`src/smbt_pkg.sv`:
```
package smbt_pkg;

  localparam int BUF_BYTES      = 8192;
  localparam int NUM_SLAVES     = 8;
  localparam int CTRL_REG_INDEX = 0;
  localparam int CS_REG_INDEX   = 1;
  localparam int XFER_REG_INDEX = 2;
  localparam int BUSY_BIT       = 31;

  localparam int NUM_REGS   = XFER_REG_INDEX + 1;
  localparam int BUF_BASE   = 8192;
  localparam int ADDR_W     = 14;
  localparam int REGNUM_W   = ADDR_W - 2;
  localparam int DATA_W     = 32;
  localparam int LANES      = DATA_W / 8;
  localparam int LANE_W     = $clog2(LANES);
  localparam int SLAVE_W    = 8;
  localparam int OFF_W      = $clog2(BUF_BYTES);
  localparam int LEN_W      = $clog2(BUF_BYTES + 1);
  localparam int BANK_DEPTH = BUF_BYTES / LANES;
  localparam int ROW_W      = $clog2(BANK_DEPTH);
  localparam int Q_DEPTH    = 2;
  localparam int Q_PTR_W    = $clog2(Q_DEPTH);
  localparam int Q_CNT_W    = $clog2(Q_DEPTH + 1);

  localparam logic [SLAVE_W-1:0] SLAVE_LIMIT = SLAVE_W'((1 << NUM_SLAVES) - 1);

  typedef enum logic [1:0] {
    ACC_REG,
    ACC_BUF,
    ACC_GAP
  } acc_kind_t;

  typedef enum logic [1:0] {
    REG_CTRL,
    REG_CS,
    REG_XFER
  } reg_sel_t;

  // one classified bus access as it sits in the queue
  typedef struct packed {
    logic                          is_write;
    acc_kind_t                     kind;
    reg_sel_t                      reg_sel;
    logic                          fault;
    logic [DATA_W-1:0]             write_data;
    logic [8*SLAVE_W-1:0]          slave_bytes;
    logic [LANE_W-1:0]             off_lo;
    logic [LANES-1:0]              lane_en;
    logic [LANES-1:0]              bank_en;
    logic [LANES-1:0][ROW_W-1:0]   bank_row;
  } item_t;

endpackage

```
`src/smbt_queue.sv`:
```
module smbt_queue (
  input  logic            clk,
  input  logic            rst,
  input  logic            push,
  input  smbt_pkg::item_t din,
  output logic            full,
  input  logic            pop,
  output smbt_pkg::item_t dout,
  output logic            empty
);

  smbt_pkg::item_t                entries [smbt_pkg::Q_DEPTH];
  logic [smbt_pkg::Q_PTR_W-1:0]  wr_ptr;
  logic [smbt_pkg::Q_PTR_W-1:0]  rd_ptr;
  logic [smbt_pkg::Q_CNT_W-1:0]  count;

  assign full  = count == smbt_pkg::Q_CNT_W'(smbt_pkg::Q_DEPTH);
  assign empty = count == '0;
  assign dout  = entries[rd_ptr];

  always_ff @(posedge clk) begin
    if (push) begin
      entries[wr_ptr] <= din;
    end
  end

  always_ff @(posedge clk) begin
    if (rst) begin
      wr_ptr <= '0;
      rd_ptr <= '0;
      count  <= '0;
    end else begin
      if (push) begin
        wr_ptr <= (wr_ptr == smbt_pkg::Q_PTR_W'(smbt_pkg::Q_DEPTH - 1)) ? '0 : wr_ptr + 1'b1;
      end
      if (pop) begin
        rd_ptr <= (rd_ptr == smbt_pkg::Q_PTR_W'(smbt_pkg::Q_DEPTH - 1)) ? '0 : rd_ptr + 1'b1;
      end
      if (push && !pop) begin
        count <= count + 1'b1;
      end else if (pop && !push) begin
        count <= count - 1'b1;
      end
    end
  end

endmodule

```
`config.mk`:
```
export PLATFORM = sky130hd
export DESIGN_NAME = smbt_queue
export DESIGN_NICKNAME = d
export VERILOG_FILES = /design/src/smbt_pkg.sv /design/src/smbt_queue.sv
export SDC_FILE = /design/constraint.sdc
export NUM_CORES = 1
export LEC_CHECK = 0
export BUFFER_PORTS_ARGS = -buffer_cell sky130_fd_sc_hd__clkbuf_2
export CORE_MARGIN = 1.5
export CORE_UTILIZATION = 45
export DETAILED_ROUTE_END_ITERATION = 10
export PLACE_DENSITY = 0.69
export SLEW_MARGIN = 10
export SYNTH_ARGS = -nofsm -noshare
export SYNTH_HDL_FRONTEND = slang
export SYNTH_SLANG_ARGS = --single-unit
```
`constraint.sdc`:
```
create_clock -name clk -period 8.7 [get_ports clk]
set_input_delay 0.435 -clock clk [delete_from_list [all_inputs] [get_ports clk]]
set_output_delay 0.435 -clock clk [all_outputs]
set_load 0.01 [all_outputs]
```
# Word level (Yosys, flattened, before mapping)
# Memories as Yosys holds them, arrays and structs flattened. A register that Yosys moved wholly into a read port is not among the register bits.
# Index checks and enable logic that the tools add are counted.
# W data, S select, Z words.
# op_classes
add_sub_neg	4
n_eq_ne	1
n_reduce_logical	6
mux	8
# ops
cell	count
$mux W1	6
$mux W2	2
$add A1 B1 Y1 const B	2
$add A2 B1 Y2 const B	1
$eq A2 B2 Y1 const B	1
$logic_and A1 B1 Y1	2
$logic_not A1 Y1	2
$logic_not A2 Y1	1
$reduce_bool A2 Y1	1
$sub A2 B1 Y2 const B	1
# word_totals
memories	1
mem_bits_rw	312
wordCells	23
reg_bits	4
output_inout_bits	158
# memory_table
memory	words	width	rd	rd_clocked_by_memory_dff	write_ports	line_no	rtl
entries	2	156	1	1	1	smbt_queue.sv:12	smbt_pkg::item_t entries [smbt_pkg::Q_DEPTH];

# Longest topological paths before layout
# logic_depth
ltp_word	4
depth_mapped	5

# Worst setup path after synthesis
# No wires, ideal clock.
# synth_timing
path_type	register to register
from	register wr_ptr
to	memory entries[0][0] (netlist name) (enable)
t_arrival_ns	7.215
path_buffers	0
slack_ns	0.793
path_stages_with_launch	2
path_cell_list	dfxtp_1 > nor2b_1
# synth_lines
element	line_no	rtl
start: declaration	smbt_queue.sv:13	logic [smbt_pkg::Q_PTR_W-1:0] wr_ptr;
start signal: assignment	smbt_queue.sv:34	wr_ptr <= (wr_ptr == smbt_pkg::Q_PTR_W'(smbt_pkg::Q_DEPTH - 1)) ? '0 : wr_ptr + 1'b1;
end: declaration	smbt_queue.sv:12	
# Straight into the memory's write port.

==> results.md <==
- The flow ran to the end, and the final reports show no timing, DRC or antenna violations.
- The final-report hold violation count is 0.
- The critical path in this run is classified as flip-flop to output port.
- The pin count of the biggest net entering global routing is 82.
- For met1 alone, demand over resource in global routing was 0.188.
- In this run the most used layer during global routing was met2.
- The fraction of synthesized cell area taken by the top area cell type is 0.813.
- The synthesis-stage register bit count is 317.
- The leading area contributor after synthesis is edfxtp_1.
- The filler cells instantiated in the layout total a little under 2,000.
- The width of the die is 163 um.
- Measured in cells, the most critical reg-to-reg path has a length of 2.
- The post-CTS setup buffer count is 0.
- The critical path ends at dout[124].
- The leakage component of the power is 5.47 nW.
- The net count of the mapped netlist is approximately 670.
- The top fanout value on the critical path is 81.
- In this run, distinct cell masters in the synthesized netlist total 16.
- The netlist area before placement is 0.0115 sq mm.
- The worst flop-to-flop path endpoint is entries[0][38]$_DFFE_PP_.
- The slew at the pin with the worst max-slew slack is 1.09 ns.
- The relative area change from synthesis to final layout is 25.2%.
- The library cells used most frequently in the layout, excluding fill and tap cells, are 317 x clkbuf_2, 312 x edfxtp_1, 156 x mux2_2.
- Dividing the synthesized area by the synthesized cell count gives 22.7 sq um.
- The total die area is 0.0266 sq mm.
- The setup slack of the worst register-to-register path is about 6.5 ns.
- Detailed routing inserted a total of 5,865 vias.
- The total iterations of the first detailed-routing run is 4.
- The violation count after the first detailed-routing iteration is 330.
- Once routing completed, OpenROAD measured the worst setup slack at roughly 5 ns.
- The initial antenna violation count was 0.
- Setup total negative slack on the finished layout was measured at 0 ns.
- The maximum clock insertion buffer count is 3.
- The number of buffers added to fix hold violations after cts is 0.
- The global routing met3 resource utilization is 0.0545.
- The number of remaining DRC errors is 0.
- The total power density per cell area is 243 mW/mm^2.
- Setup violations remaining at the end of the flow were counted as 0.
- The floorplan has 58 rows.
- The tool flagged a number of max-cap violations equal to 0.
- The register area share after synthesis is 0.822.
- The relative slew slack is 0.275.
- Once detailed placement completed, the half-perimeter wirelength came to 14,200 um.
- The pre-CTS setup slack is 5.56 ns.
- The H-tree was split into 2 levels.
- The first global-routing pass estimated 31,700 um of wire.
- Of the available clock period, the critical path in the final layout requires 0.416.
- Clock tree synthesis selected as its root buffer the cell clkbuf_16.
- The worst setup path is launched from a flip-flop.
- The clock network latency to the later pin of the worst-skew pair is 0.49 ns.
- The arrival time of data at the critical path endpoint is 3.19 ns.
- The placeable core area is roughly 0.025 sq mm.
- The met2 routing resource usage after global routing is 0.269.
- The height of the chip is 163 um.
- The TritonCTS clock tree is done.
- The number of global-route vias before repair is roughly 6,000.
- The synthesis warning total is 0.
- Buffers inserted during clock tree synthesis total 34.
- After synthesis, the cell types taking the most area are edfxtp_1 81%, mux2_2 15%, buf_6 1.6%.
- After the last flow step, the layout net total stands at 1,009.
- The largest voltage drop on the vdd net is roughly 0.00018 V.
- In the synthesized netlist, the number of instances is slightly above 500.
- The total grt overflow is 0.
- The wire length per cell is between 15 and 20 um.
- The worst hold path belongs to the class primary input to flip-flop.
- Summed over all layers, the routed wires come to 21,800 um.
- The detail route stage leaves a number of antenna-violating nets equal to 0.
- For this design, the sink count on the clock tree is 317.
- Using the TritonRoute via totals, the vias-per-cell ratio works out to approximately 4.9.
- The clock slew at the register clock pins of the worst setup and hold paths is 0.06 ns.
- The final critical-path required period is around 3.6 ns.
- The starting density of the core is 0.457.
- The data required time of the worst path is 8.27 ns.
- During I/O placement, the number of pins put on the boundary was 318.
- The final weighted congestion in routability-driven placement is 0.709.
- The antenna diode count is 0.
- During placement, the flow inserted port buffers numbering 317.
- Across the routed clock network, the largest skew measured is between 0.006 and 0.007 ns.
- The worst setup path is captured at an output port.
- The final number of max-transition violations is 0.
- In the final layout, the share of cells above drive strength 1 is 0.603.
- Based on the critical path, the design can be clocked at up to 276 MHz.
- Setup repair after global routing left no endpoint under its margin.
- The source of the worst register-to-register timing path is wr_ptr$_SDFFE_PP0P_.
- After clock tree synthesis, the repair step resized 0 gates.
- Across every metal layer, demand over resource in global routing totals 0.158.
- The library cell used most frequently in the layout, excluding fill and tap cells, is clkbuf_2.
==> worst min path at each step <==
| stage | from | endpoint | slack [ns] | cells after the start |
|---|---|---|---|---|
| 6_report | din[68] | entries[0][68]$_DFFE_PP_ | 0.13 | 1 |
| 5_1_grt | din[19] | entries[0][19]$_DFFE_PP_ | 0.09 | 1 |
| 4_1_cts | din[68] | entries[0][68]$_DFFE_PP_ | 0.09 | 1 |
| 3_5_place_dp | count[1]$_SDFFE_PP0P_ | count[1]$_SDFFE_PP0P_ | 0.50 | 2 |
| 3_3_place_gp | count[1]$_SDFFE_PP0P_ | count[1]$_SDFFE_PP0P_ | 0.48 | 2 |
| 2_1_floorplan | count[1]$_SDFFE_PP0P_ | count[1]$_SDFFE_PP0P_ | 0.46 | 2 |
==> power breakdown <==
group / total [mW] / leakage (nW) / switching [mW] / internal, mW
sequential: 1.82 / 2.97 / 0.0341 / 1.78
combinational: 0.345 / 1.98 / 0.182 / 0.162
clock: 1.34 / 0.513 / 0.539 / 0.799
total: 3.50 / 5.47 / 0.755 / 2.75
==> synthesized netlist by cell type, drive strengths merged <==
cell / number
edfxtp: 312
mux2: 156
buf: 17
dfxtp: 5
nor2: 5
xnor2: 2
xor2: 2
a21oi: 1
and2: 1
and2b: 1
ha: 1
inv: 1
nor2b: 1
o21ai: 1
or3: 1
==> flip-flops by register name, summed over array words and instances (netlist names), named ones only <==
name     count
count        2
entries    312
rd_ptr       1
wr_ptr       1
==> area by class of cell <==
class / instances / area (sq um) / area share
Tap cell: 330 / 413 / 0.0286
Inverter: 1 / 3.75 / 0.000260
Timing Repair Buffer: 322 / 1620 / 0.113
Clock inverter: 13 / 86.3 / 0.00598
Multi-Input combinational cell: 172 / 1870 / 0.130
Sequential cell: 317 / 9470 / 0.657
Clock buffer: 45 / 956 / 0.0663
==> cell families after synthesis <==
family	share of synthesized area
buf+inv	0.0164
xor+xnor	0.00304
compound gates	0.000868
flops	0.822
fa+ha+maj	0.00109
mux	0.153
simple gates	0.00391
==> stage by stage <==
stage               hold WS [ns]  cell area (sq um)  cells  utilization  total power, mW
floorplan                  0.462              11500    507            -             2.06
global placement           0.484              13400   1142        0.531             2.19
detailed placement         0.496              13400   1142        0.531             2.20
CTS                       0.0930              14400   1200        0.573             3.55
global route              0.0918              14400   1200        0.573             3.63
finish                     0.126              14400   1200        0.573             3.50
==> critical path, stage by stage, from the launching register on <==
cell	delay, ns
dfxtp_4	1.00
buf_4	0.90
mux2_2	0.45
clkbuf_2	0.13
==> routing by layer <==
layer | vias to the layer above | wire [um]
li1 | 2713 | -
met2 | 262 | 10800
met3 | 35 | 1960
met1 | 2855 | 8540
met5 | - | 0
met4 | 0 | 459
(Power assumes the default switching activity.)
