[src/smbt_pkg.sv]
package smbt_pkg;

  localparam int BUF_BYTES      = 8192;
  localparam int NUM_SLAVES     = 8;
  localparam int CTRL_REG_INDEX = 0;
  localparam int CS_REG_INDEX   = 1;
  localparam int XFER_REG_INDEX = 2;
  localparam int BUSY_BIT       = 31;

  localparam int NUM_REGS   = XFER_REG_INDEX + 1;
  localparam int BUF_BASE   = 8192;
  localparam int ADDR_W     = 14;
  localparam int REGNUM_W   = ADDR_W - 2;
  localparam int DATA_W     = 32;
  localparam int LANES      = DATA_W / 8;
  localparam int LANE_W     = $clog2(LANES);
  localparam int SLAVE_W    = 8;
  localparam int OFF_W      = $clog2(BUF_BYTES);
  localparam int LEN_W      = $clog2(BUF_BYTES + 1);
  localparam int BANK_DEPTH = BUF_BYTES / LANES;
  localparam int ROW_W      = $clog2(BANK_DEPTH);
  localparam int Q_DEPTH    = 2;
  localparam int Q_PTR_W    = $clog2(Q_DEPTH);
  localparam int Q_CNT_W    = $clog2(Q_DEPTH + 1);

  localparam logic [SLAVE_W-1:0] SLAVE_LIMIT = SLAVE_W'((1 << NUM_SLAVES) - 1);

  typedef enum logic [1:0] {
    ACC_REG,
    ACC_BUF,
    ACC_GAP
  } acc_kind_t;

  typedef enum logic [1:0] {
    REG_CTRL,
    REG_CS,
    REG_XFER
  } reg_sel_t;

  // one classified bus access as it sits in the queue
  typedef struct packed {
    logic                          is_write;
    acc_kind_t                     kind;
    reg_sel_t                      reg_sel;
    logic                          fault;
    logic [DATA_W-1:0]             write_data;
    logic [8*SLAVE_W-1:0]          slave_bytes;
    logic [LANE_W-1:0]             off_lo;
    logic [LANES-1:0]              lane_en;
    logic [LANES-1:0]              bank_en;
    logic [LANES-1:0][ROW_W-1:0]   bank_row;
  } item_t;

endpackage

[src/smbt_front.sv]
module smbt_front (
  input  logic                                 in_valid,
  output logic                                 in_stall,
  input  logic                                 func,
  input  logic [smbt_pkg::ADDR_W-1:0]          address,
  input  logic [smbt_pkg::DATA_W-1:0]          write_data,
  input  logic [2:0]                           access_bytes,
  input  logic [8*smbt_pkg::SLAVE_W-1:0]       slave_bytes,
  input  logic                                 clearing,
  input  logic                                 q_full,
  output logic                                 push,
  output smbt_pkg::item_t                      item
);

  logic [smbt_pkg::REGNUM_W-1:0] regnum;
  logic [smbt_pkg::ADDR_W-1:0]   off;
  logic [2:0]                    nb;
  logic                          is_reg;
  logic                          is_buf;
  logic [smbt_pkg::ADDR_W:0]     lane_sum [smbt_pkg::LANES];
  logic [smbt_pkg::LANES-1:0]    lane_en;

  assign in_stall = clearing || q_full;
  assign push     = in_valid && !in_stall;

  always_comb begin
    logic [smbt_pkg::LANE_W-1:0] lane;
    regnum = address[smbt_pkg::ADDR_W-1:2];
    off    = address - smbt_pkg::ADDR_W'(smbt_pkg::BUF_BASE);
    nb     = (access_bytes > 3'd4) ? 3'd4 : access_bytes;
    is_reg = regnum < smbt_pkg::REGNUM_W'(smbt_pkg::NUM_REGS);
    is_buf = address >= smbt_pkg::ADDR_W'(smbt_pkg::BUF_BASE);

    for (int i = 0; i < smbt_pkg::LANES; i++) begin
      lane_sum[i] = {1'b0, off} + (smbt_pkg::ADDR_W + 1)'(i);
      lane_en[i]  = is_buf && (3'(i) < nb) &&
                    (lane_sum[i] < (smbt_pkg::ADDR_W + 1)'(smbt_pkg::BUF_BYTES));
    end

    item             = '0;
    item.is_write    = func;
    item.write_data  = write_data;
    item.slave_bytes = slave_bytes;
    item.off_lo      = off[smbt_pkg::LANE_W-1:0];
    item.lane_en     = lane_en;
    item.fault       = is_reg && (access_bytes != 3'd4);
    item.reg_sel     = smbt_pkg::REG_CTRL;

    if (is_reg) begin
      item.kind = smbt_pkg::ACC_REG;
    end else if (is_buf) begin
      item.kind = smbt_pkg::ACC_BUF;
    end else begin
      item.kind = smbt_pkg::ACC_GAP;
    end

    if (regnum == smbt_pkg::REGNUM_W'(smbt_pkg::CS_REG_INDEX)) begin
      item.reg_sel = smbt_pkg::REG_CS;
    end else if (regnum == smbt_pkg::REGNUM_W'(smbt_pkg::XFER_REG_INDEX)) begin
      item.reg_sel = smbt_pkg::REG_XFER;
    end

    // bytes are interleaved over the banks: bank b holds the lane that lands on it
    for (int b = 0; b < smbt_pkg::LANES; b++) begin
      lane             = smbt_pkg::LANE_W'(b) - off[smbt_pkg::LANE_W-1:0];
      item.bank_en[b]  = lane_en[lane];
      item.bank_row[b] = lane_sum[lane][2 +: smbt_pkg::ROW_W];
    end
  end

endmodule

[config.mk]
export PLATFORM = sky130hd
export DESIGN_NAME = smbt_front
export DESIGN_NICKNAME = d
export VERILOG_FILES = /design/src/smbt_pkg.sv /design/src/smbt_front.sv
export SDC_FILE = /design/constraint.sdc
export NUM_CORES = 1
export LEC_CHECK = 0
export BUFFER_PORTS_ARGS = -buffer_cell sky130_fd_sc_hd__buf_2
export CAP_MARGIN = 20
export CORE_AREA = 4 4 105 107
export DETAILED_ROUTE_END_ITERATION = 8
export DIE_AREA = 0 0 109 111
export GPL_TIMING_DRIVEN = 0
export PLACE_DENSITY = 0.54
export SYNTH_ARGS = -nofsm -noshare
export SYNTH_HDL_FRONTEND = slang
export SYNTH_SLANG_ARGS = --single-unit
[constraint.sdc]
create_clock -name vclk -period 3.3
set_input_delay 0.495 -clock vclk [all_inputs]
set_output_delay 0.495 -clock vclk [all_outputs]
set_load 0.05 [all_outputs]
Word level (Yosys, flattened, before mapping)
Index checks and enable logic that the tools add are counted.
{"block": "totals", "mem_bits_ro": 0, "n_memories": 0, "latch_bits": 0, "regBits": 0, "word_cells": 71, "output_inout_bits": 158, "ramBits": 0, "inputBits": 117}
{"block": "classes", "reduce_logical": 12, "n_shift": 0, "muxes": 25, "multipliers": 0, "n_bitwise": 4, "n_lt_le_gt_ge": 19, "n_addsub": 8, "n_eq_ne": 3, "div": 0}
{"cell": "binary-select mux 15 bit (select 2 bit)", "n": 4}
{"cell": "2-to-1 mux 13 bit", "n": 8}
{"cell": "< comparator 15 x 14 -> 1 bit (second input constant)", "n": 3}
{"cell": "adder 14 x 2 -> 15 bit (second input constant)", "n": 2}
{"cell": "adder 14 x 1 -> 15 bit (second input constant)", "n": 1}
{"cell": "greater-or-equal comparator 14 bit (second input constant)", "n": 1}
{"cell": "< comparator 14 bit (second input constant)", "n": 1}
{"cell": "subtractor 14 bit (second input constant)", "n": 1}
{"cell": "== test 12 x 1 -> 1 bit (second input constant)", "n": 1}
{"cell": "== test 12 x 2 -> 1 bit (second input constant)", "n": 1}
{"cell": "greater-or-equal comparator 3 bit (second input constant)", "n": 4}
{"cell": "< comparator 12 x 2 -> 1 bit (second input constant)", "n": 1}
{"cell": "< comparator 2 x 3 -> 1 bit (second input constant)", "n": 4}
{"cell": "inverter 2 -> 3 bit", "n": 4}
{"cell": "logical AND 1 bit", "n": 10}
{"cell": "binary-select mux 1 bit (select 2 bit)", "n": 4}
{"cell": "2-to-1 mux 2 bit", "n": 4}
{"cell": "< comparator 1 x 3 -> 1 bit (first input constant)", "n": 2}
{"cell": "< comparator 2 x 3 -> 1 bit (first input constant)", "n": 2}
{"cell": "2-to-1 mux 1 bit", "n": 4}
{"cell": "subtractor 1 x 2 -> 2 bit (first input constant)", "n": 2}
{"cell": "subtractor 2 bit (first input constant)", "n": 2}
{"cell": "greater-than comparator 3 bit (second input constant)", "n": 1}
{"cell": "2-to-1 mux 3 bit", "n": 1}
{"cell": "3 further kinds", "n": 3}

Logic depth before layout (Yosys ltp)
Gate-level depths: netlist (run 1).
{"block": "depth", "ltp_word": 7, "ltp_mapped": 7}

Least setup slack after synthesis (run 1)
OpenSTA, ideal clock, no wires.
{"block": "synth_timing", "path_type": "input to output", "from": "input address[0] in the netlist's numbering", "to": "output item[7] in the netlist's numbering", "path_slack_ps": 282, "required_time_ps": 2805, "arrival_time_ps": 2523, "cell_stages": 7, "path_cell_list": "clkinv_1 ha_1 buf_2 a21oi_1 a2bb2oi_1 nor3_1 xor2_1"}
{"item": "from (decl)", "line_no": "smbt_front.sv:5", "text": "input logic [smbt_pkg::ADDR_W-1:0] address,"}
{"item": "to (decl)", "line_no": "smbt_front.sv:12", "text": "output smbt_pkg::item_t item"}

==> flow_summary.toml, run 1 <==
[status]
outcome = "finished, final reports clean"

[die]
core_um2 = 10100
io_pins = 275
rows = 37
fp.dieH_um = 111
start_util = 0.201
dieWidth_um = 109
die-area_um2 = 12100

[sta]
period_share = 0.957
finalSetupTns_ns = 0
slew_violations = 0
fin_ws_ns = 0.142
fmax_mhz = 317
hold_viol_final = 0
rsz0062_at_grt = "false"
finalCriticalPeriod_ns = 3.16
worstMarginPinSlew_ns = 0.675
slew_headroom = 0.545
setup_viol = 0

[drt]
drt-initial-drc-count = 94
route.detailed.drc = 0
ant_nets = 0
firstDrtPassIters = 4
routed_via_density = 4.16
via_count = 2502
finalWirelength_um = 8210
wire_per_inst_um = 13.6

[clock_network]
cts-hold-fix-buffers = 0
cts_setup_buffers = 0

[yosys]
synth_cells = 295
ys_types = 42
synth-warning-count = 0
synth_mux_area_frac = 0.0221
yosys.area.top_type_share = 0.375
yosysSeqAreaShare = 0
synth_area_um2 = 2040
synthSimpleGateAreaFrac = 0.246
synth_nets = 416
synth_area_per_cell_um2 = 6.92
synth_top_family_by_area = "buffers and inverters"
synthAdderAreaFrac = 0.0245
netlist_top_cells_area = "buf_4, xor2_1, nor2_1, xnor2_1, nand2_1"
synth_compound_area_frac = 0.107
synth_largest_area_cell = "buf_4"
synthXorXnorAreaFrac = 0.172

[global_routing]
antenna_found_initial = 0
grt_max_degree = 11
track_usage = 0.116
grt_pass1_wl_um = 11700
grt_overflow = 0
grt_pass1_vias = 2386

[place]
place_area_um2 = 3060
dp_hpwl_um = 7300
portBuffers = 170
preCtsSetupSlack_ns = -0.0462
gp_congestion = 0.733

[layout]
seq_cells = 0
multi_input_area_um2 = 1200
drive_gt1_frac = 0.643
fin_nets = 588
final_cell_area_um2 = 3100
areaGrowthSynthToFinish_pct = 52.1
nClkBuffers = 0
fin_util = 0.306
seq_area_um2 = 0
num-fill-cells = 1157

[worst_setup_path]
critPathLaunchType = "primary input"
cp-end-kind = "primary output"
crit_fanout = 10
critical_path_class = "primary input to primary output"
cp.required_ns = 2.80
cp_data_arrival_time_ns = 2.66

[power_and_ir_drop]
p_leak_nw = 1.68
p_per_area_nw_per_um2 = 257
ir_drop_uv = 80.2
p_total_mw = 0.797

[min_path]
hp-class = "primary input to primary output"

[flow_run]
cap_violations = 0
## placed cells by master (no fill, tap or decap), types with 2 or more instances in the layout
cell type,synthesis,final
nand4_1,5,5
xnor2_1,8,8
nand2_1,16,16
nor4_1,5,5
a21oi_1,11,11
buf_2,8,177
inv_1,4,4
o31a_1,2,2
buf_6,2,2
xor2_1,32,32
nor3b_1,2,2
or2_2,2,2
nor2b_1,6,6
nand2b_1,3,3
ha_1,4,4
o21ai_0,6,6
nand3_1,9,9
nor3_1,10,10
mux2_2,4,4
clkbuf_1,7,7
nand4_2,2,2
buf_4,102,102
nor2_1,23,23
a211oi_1,3,3
## metal layers
metal  vias to the layer above  track usage  part of all wire
li1                       1227            -                 -
met4                         0      0.00421            0.0035
met2                       154        0.225              0.52
met3                         2       0.0373              0.14
met5                         -            0                 0
met1                      1119        0.127              0.34
## cell families after synthesis
group	after synthesis
mux	4
xor+xnor	40
compound gates	33
buf+inv	124
simple gates	90
fa+ha+maj	4
## cell usage after synthesis (all sizes together) (2+ instances only)
library cell	number
nor3	11
nand3	9
nand4	8
nor2	23
xor2	32
nor4	7
a211oi	3
or2	2
a21oi	11
nand2	16
nand2b	3
clkbuf	7
o21ai	6
nor3b	2
o31a	2
mux2	4
xnor2	8
inv	4
nor2b	6
buf	112
ha	4
a32oi	2
## worst max-delay path, cell delays in order
cell and delay (ns):
buf_2 0.15, clkinvlp_4 0.21, ha_1 0.39, buf_2 0.21, inv_1 0.19, nand2_1 0.18, a211oi_1 0.38, xor2_1 0.17
buf_2 0.28
## area by class of cell
cell class | instances | area share
Multi-Input combinational cell | 171 | 0.387
Tap cell | 136 | 0.0548
Buffer | 119 | 0.275
Antenna cell | 1 | 0.000806
Timing Repair Buffer | 170 | 0.275
Inverter | 5 | 0.00726
## path summary, 6_finish.rpt
kind | startpoint | endpoint | slack, ns | cells after the start
hold / removal | address[13] | item[153] | 1.25 | 2
setup / recovery | address[0] | item[31] | 0.14 | 9
## through the flow
stage	instances	hold slack [ns]
after floorplan	295	1.16
after global placement	601	1.25
after detailed placement	601	1.25
after CTS	601	1.25
after global routing	601	1.27
final	602	1.25
## power breakdown
part	total, mW	switching (mW)	internal (mW)
logic	0.797	0.580	0.217
clock network	0.0000000405	0	0.0000000405
registers	0	0	0
total	0.797	0.580	0.217
## what timing repair did
action                     4_1_cts  5_1_grt
gates resized for setup          1        5
pin swaps                        0        0
setup endpoints to repair        5       17
Note: power is estimated with default switching activity, not from simulation.
==> inputs of run 2 (changes only) <==
--- a/config.mk
+++ b/config.mk
@@ -11,7 +11,7 @@
 export DETAILED_ROUTE_END_ITERATION = 8
 export DIE_AREA = 0 0 109 111
 export GPL_TIMING_DRIVEN = 0
-export PLACE_DENSITY = 0.54
+export PLACE_DENSITY = 0.6
 export SYNTH_ARGS = -nofsm -noshare
 export SYNTH_HDL_FRONTEND = slang
 export SYNTH_SLANG_ARGS = --single-unit
==> run 2 against run 1 <==
Combinational power shrank 0.8%. Cell count stayed put. Utilization decreased by 0.17 points. Via count decreased by 1.0%.
==> flow_summary.toml, run 2 (synthesis gave the netlist of run 1 again) <==
[status]
outcome = "finished, final reports clean"

[worst_setup_path]
path_depth = 9
cp_data_arrival_time_ns = 2.66
cp_num_buf_inv = 5
cp_common_cell = "buf_2"
crit_fanout = 10
critical_path_class = "primary input to primary output"
cp-end-kind = "primary output"
cp.required_ns = 2.80
cp_slowest_stage_delay_ns = 0.43
crit_family = "buffers and inverters"
critPathLaunchType = "primary input"
worstPathCellList = "buf_2, clkinv_1, ha_1, buf_2, inv_1, nand2_1, a211oi_1, xor2_1, buf_2"
cp_slowest_cell = "ha_1"

[clock_network]
cts-hold-fix-buffers = 0
cts_setup_buffers = 0

[sta]
finalCriticalPeriod_ns = 3.16
slew_violations = 0
holdWs_ns = 1.25
hold_viol_final = 0
setup_viol = 0
slew_headroom = 0.562
worstMarginPinSlew_ns = 0.650
fmax_mhz = 317
finalSetupTns_ns = 0
period_share = 0.956

[layout]
multi_input_area_um2 = 1190
num-fill-cells = 1111
mostFrequentLayoutCells = "buf_2, buf_4, xor2_1"
areaGrowthSynthToFinish_pct = 51.2
seq_cells = 0
final_cell_area_um2 = 3090
fin_util = 0.304
fin_nets = 588
seq_area_um2 = 0
nClkBuffers = 0
final_common_cell = "buf_2"
drive_gt1_frac = 0.641

[drt]
firstDrtPassIters = 4
route.detailed.drc = 0
drt-initial-drc-count = 128
finalWirelength_um = 7910
wire_per_inst_um = 13.1
via_count = 2477
routed_via_density = 4.11
ant_nets = 0

[min_path]
hp-class = "primary input to primary output"
whs_path_depth = 2

[place]
portBuffers = 170
dp_hpwl_um = 7160
place_area_um2 = 3060
gp_congestion = 0.797

[die]
core_um2 = 10100
dieWidth_um = 109
rows = 37
start_util = 0.201
io_pins = 275
die-area_um2 = 12100
fp.dieH_um = 111

[power_and_ir_drop]
p_leak_nw = 1.68
p_per_area_nw_per_um2 = 256
p_total_mw = 0.791
ir_drop_uv = 81.2

[global_routing]
grt_max_degree = 11
track_usage = 0.112
antenna_found_initial = 2
grt_pass1_vias = 2231
grt_overflow = 0
grt_pass1_wl_um = 11200

[flow_run]
cap_violations = 0
-- run 2: cell count changes in the layout (fill, tap and decap cells not counted), sizes merged --
cell,change
buf,+1
clkbuf,-1
clkinv,+1
clkinvlp,-1
-- run 2: cell type report --
type	count	share of cell area
inverter	5	0.00608
antenna	1	0.000811
timing repair buffer	170	0.276
buffer	119	0.277
multi-input combinational	171	0.385
tap	136	0.0551
-- run 2: path summary, 6_finish.rpt --
| path | startpoint | end |
|---|---|---|
| setup / recovery | address[0] | item[31] |
| hold / removal | address[13] | item[153] |
-- run 2: metal layers --
metal / routed length, um / track usage / up-vias
li1: - / - / 1227
met1: 2650 / 0.119 / 1101
met2: 4170 / 0.222 / 145
met3: 1070 / 0.0379 / 2
met4: 0 / 0 / 2
met5: 13 / 0 / -
-- run 2: timing repair --
action                                  CTS  global route
endpoints found under the setup margin    1             9
gates cloned                              0             0
pin swaps                                 0             0
resized for setup                         1             2
-- run 2: where the power goes --
part	internal, mW	switching, mW	total [mW]
registers	0	0	0
logic	0.215	0.576	0.791
clock network	0.0000000406	0	0.0000000406
-- run 2: through the flow --
step	setup WS, ns	cells
global placement	0.0384	601
global route	-0.000731	602
detailed placement	-0.000795	601
CTS	0.0568	601
floorplan	0.282	295
finish	0.145	602
==> inputs of run 3 (changes only) <==
--- a/config.mk
+++ b/config.mk
@@ -11,6 +11,7 @@
 export DETAILED_ROUTE_END_ITERATION = 8
 export DIE_AREA = 0 0 109 111
 export GPL_TIMING_DRIVEN = 0
+export MAX_ROUTING_LAYER = met4
 export PLACE_DENSITY = 0.6
 export SYNTH_ARGS = -nofsm -noshare
 export SYNTH_HDL_FRONTEND = slang
==> constraint.sdc (replaced) <==
create_clock -name vclk -period 3.7
set_input_delay 0.555 -clock vclk [all_inputs]
set_output_delay 0.555 -clock vclk [all_outputs]
set_load 0.05 [all_outputs]
==> run 3 against run 2 <==
Global-route usage grew 0.26 points. Critical path type unchanged. Combinational power is 11% lower. Clock-buffer cell count stayed put. Power down 11%. Sequential cell count is the same. Critical path depth is the same. Cell count increased by 0.17%. Via count shrank 0.12%. Sequential share of layout area stayed put. Largest power group unchanged. Worst hold slack improved by 0.12 ns. Routed wire length up 0.27%.
==> flow_summary.toml, run 3 (synthesis gave the netlist of run 1 again) <==
[sta]
finalCriticalPeriod_ns = 3.40
hold_viol_final = 0
fin_ws_ns = 0.303
holdWs_ns = 1.37
worstMarginPinSlew_ns = 0.620
slew_violations = 0
rsz0062_at_grt = "false"
setup_viol = 0
period_share = 0.918
slew_headroom = 0.582
finalSetupTns_ns = 0
fmax_mhz = 294

[worst_setup_path]
cp.required_ns = 3.14
critPathLaunchType = "primary input"
cp_slowest_stage_delay_ns = 0.54
path_depth = 9
cp_data_arrival_time_ns = 2.84
worstPathCellList = "buf_2, clkinv_1, ha_1, buf_2, nand2_1, a32oi_1, nor3_1, xor2_1, buf_2"
cp_num_buf_inv = 4
crit_fanout = 10
critical_path_class = "primary input to primary output"
cp_slowest_cell = "a32oi_1"
cp_common_cell = "buf_2"
cp-end-kind = "primary output"
crit_family = "buffers and inverters"

[die]
start_util = 0.201
die-area_um2 = 12100
dieWidth_um = 109
rows = 37
core_um2 = 10100
io_pins = 275
fp.dieH_um = 111

[layout]
final_common_cell = "buf_2"
fin_util = 0.302
seq_cells = 0
mostFrequentLayoutCells = "buf_2, buf_4, xor2_1"
fin_nets = 588
seq_area_um2 = 0
drive_gt1_frac = 0.634
areaGrowthSynthToFinish_pct = 50.3
nClkBuffers = 0
num-fill-cells = 1116

[drt]
via_count = 2474
routed_via_density = 4.10
route.detailed.drc = 0
finalWirelength_um = 7930
drt-initial-drc-count = 113
wire_per_inst_um = 13.1
firstDrtPassIters = 4
ant_nets = 0

[place]
preCtsSetupSlack_ns = 0.279
gp_congestion = 0.808
dp_hpwl_um = 7160
portBuffers = 170

[global_routing]
antenna_found_initial = 2
track_usage = 0.115
grt_overflow = 0
grt_pass1_wl_um = 11200
grt_max_degree = 11
grt_pass1_vias = 2244

[min_path]
whs_path_depth = 2
hp-class = "primary input to primary output"

[status]
outcome = "finished, final reports clean"

[power_and_ir_drop]
p_total_mw = 0.702
p_per_area_nw_per_um2 = 229
p_leak_nw = 1.68
ir_drop_uv = 72.5

[clock_network]
post_cts_resize_count = 0
cts-hold-fix-buffers = 0
cts_setup_buffers = 0

[flow_run]
cap_violations = 0
## run 3: layer usage
metal  global-route usage  share of wire
met1                0.118           0.34
met2                0.224           0.53
met3               0.0344           0.13
met4             0.000842              0
met5                    -              0
## run 3: worst paths after layout
kind         from         to  slack [ns]
max    address[0]    item[6]        0.30
min   address[13]  item[153]        1.37
## run 3: stage by stage
step | cells | area [um^2]
2_1_floorplan | 295 | 2040
3_3_place_gp | 601 | 3060
3_5_place_dp | 601 | 3060
4_1_cts | 601 | 3060
5_1_grt | 603 | 3070
6_report | 603 | 3070
## run 3: where the power goes
part           leakage [nW]  internal, mW  switching (mW)
Combinational          1.68         0.190           0.512
Clock             0.0000127  0.0000000723               0
Sequential                0             0               0
Total                  1.68         0.190           0.512
## run 3: area by class of cell
type / count / area (um^2) / area share
Antenna cell: 2 / 5.00 / 0.00163
Buffer: 119 / 855 / 0.279
Inverter: 5 / 18.8 / 0.00612
Multi-Input combinational cell: 171 / 1170 / 0.381
Tap cell: 136 / 170 / 0.0555
Timing Repair Buffer: 170 / 851 / 0.277
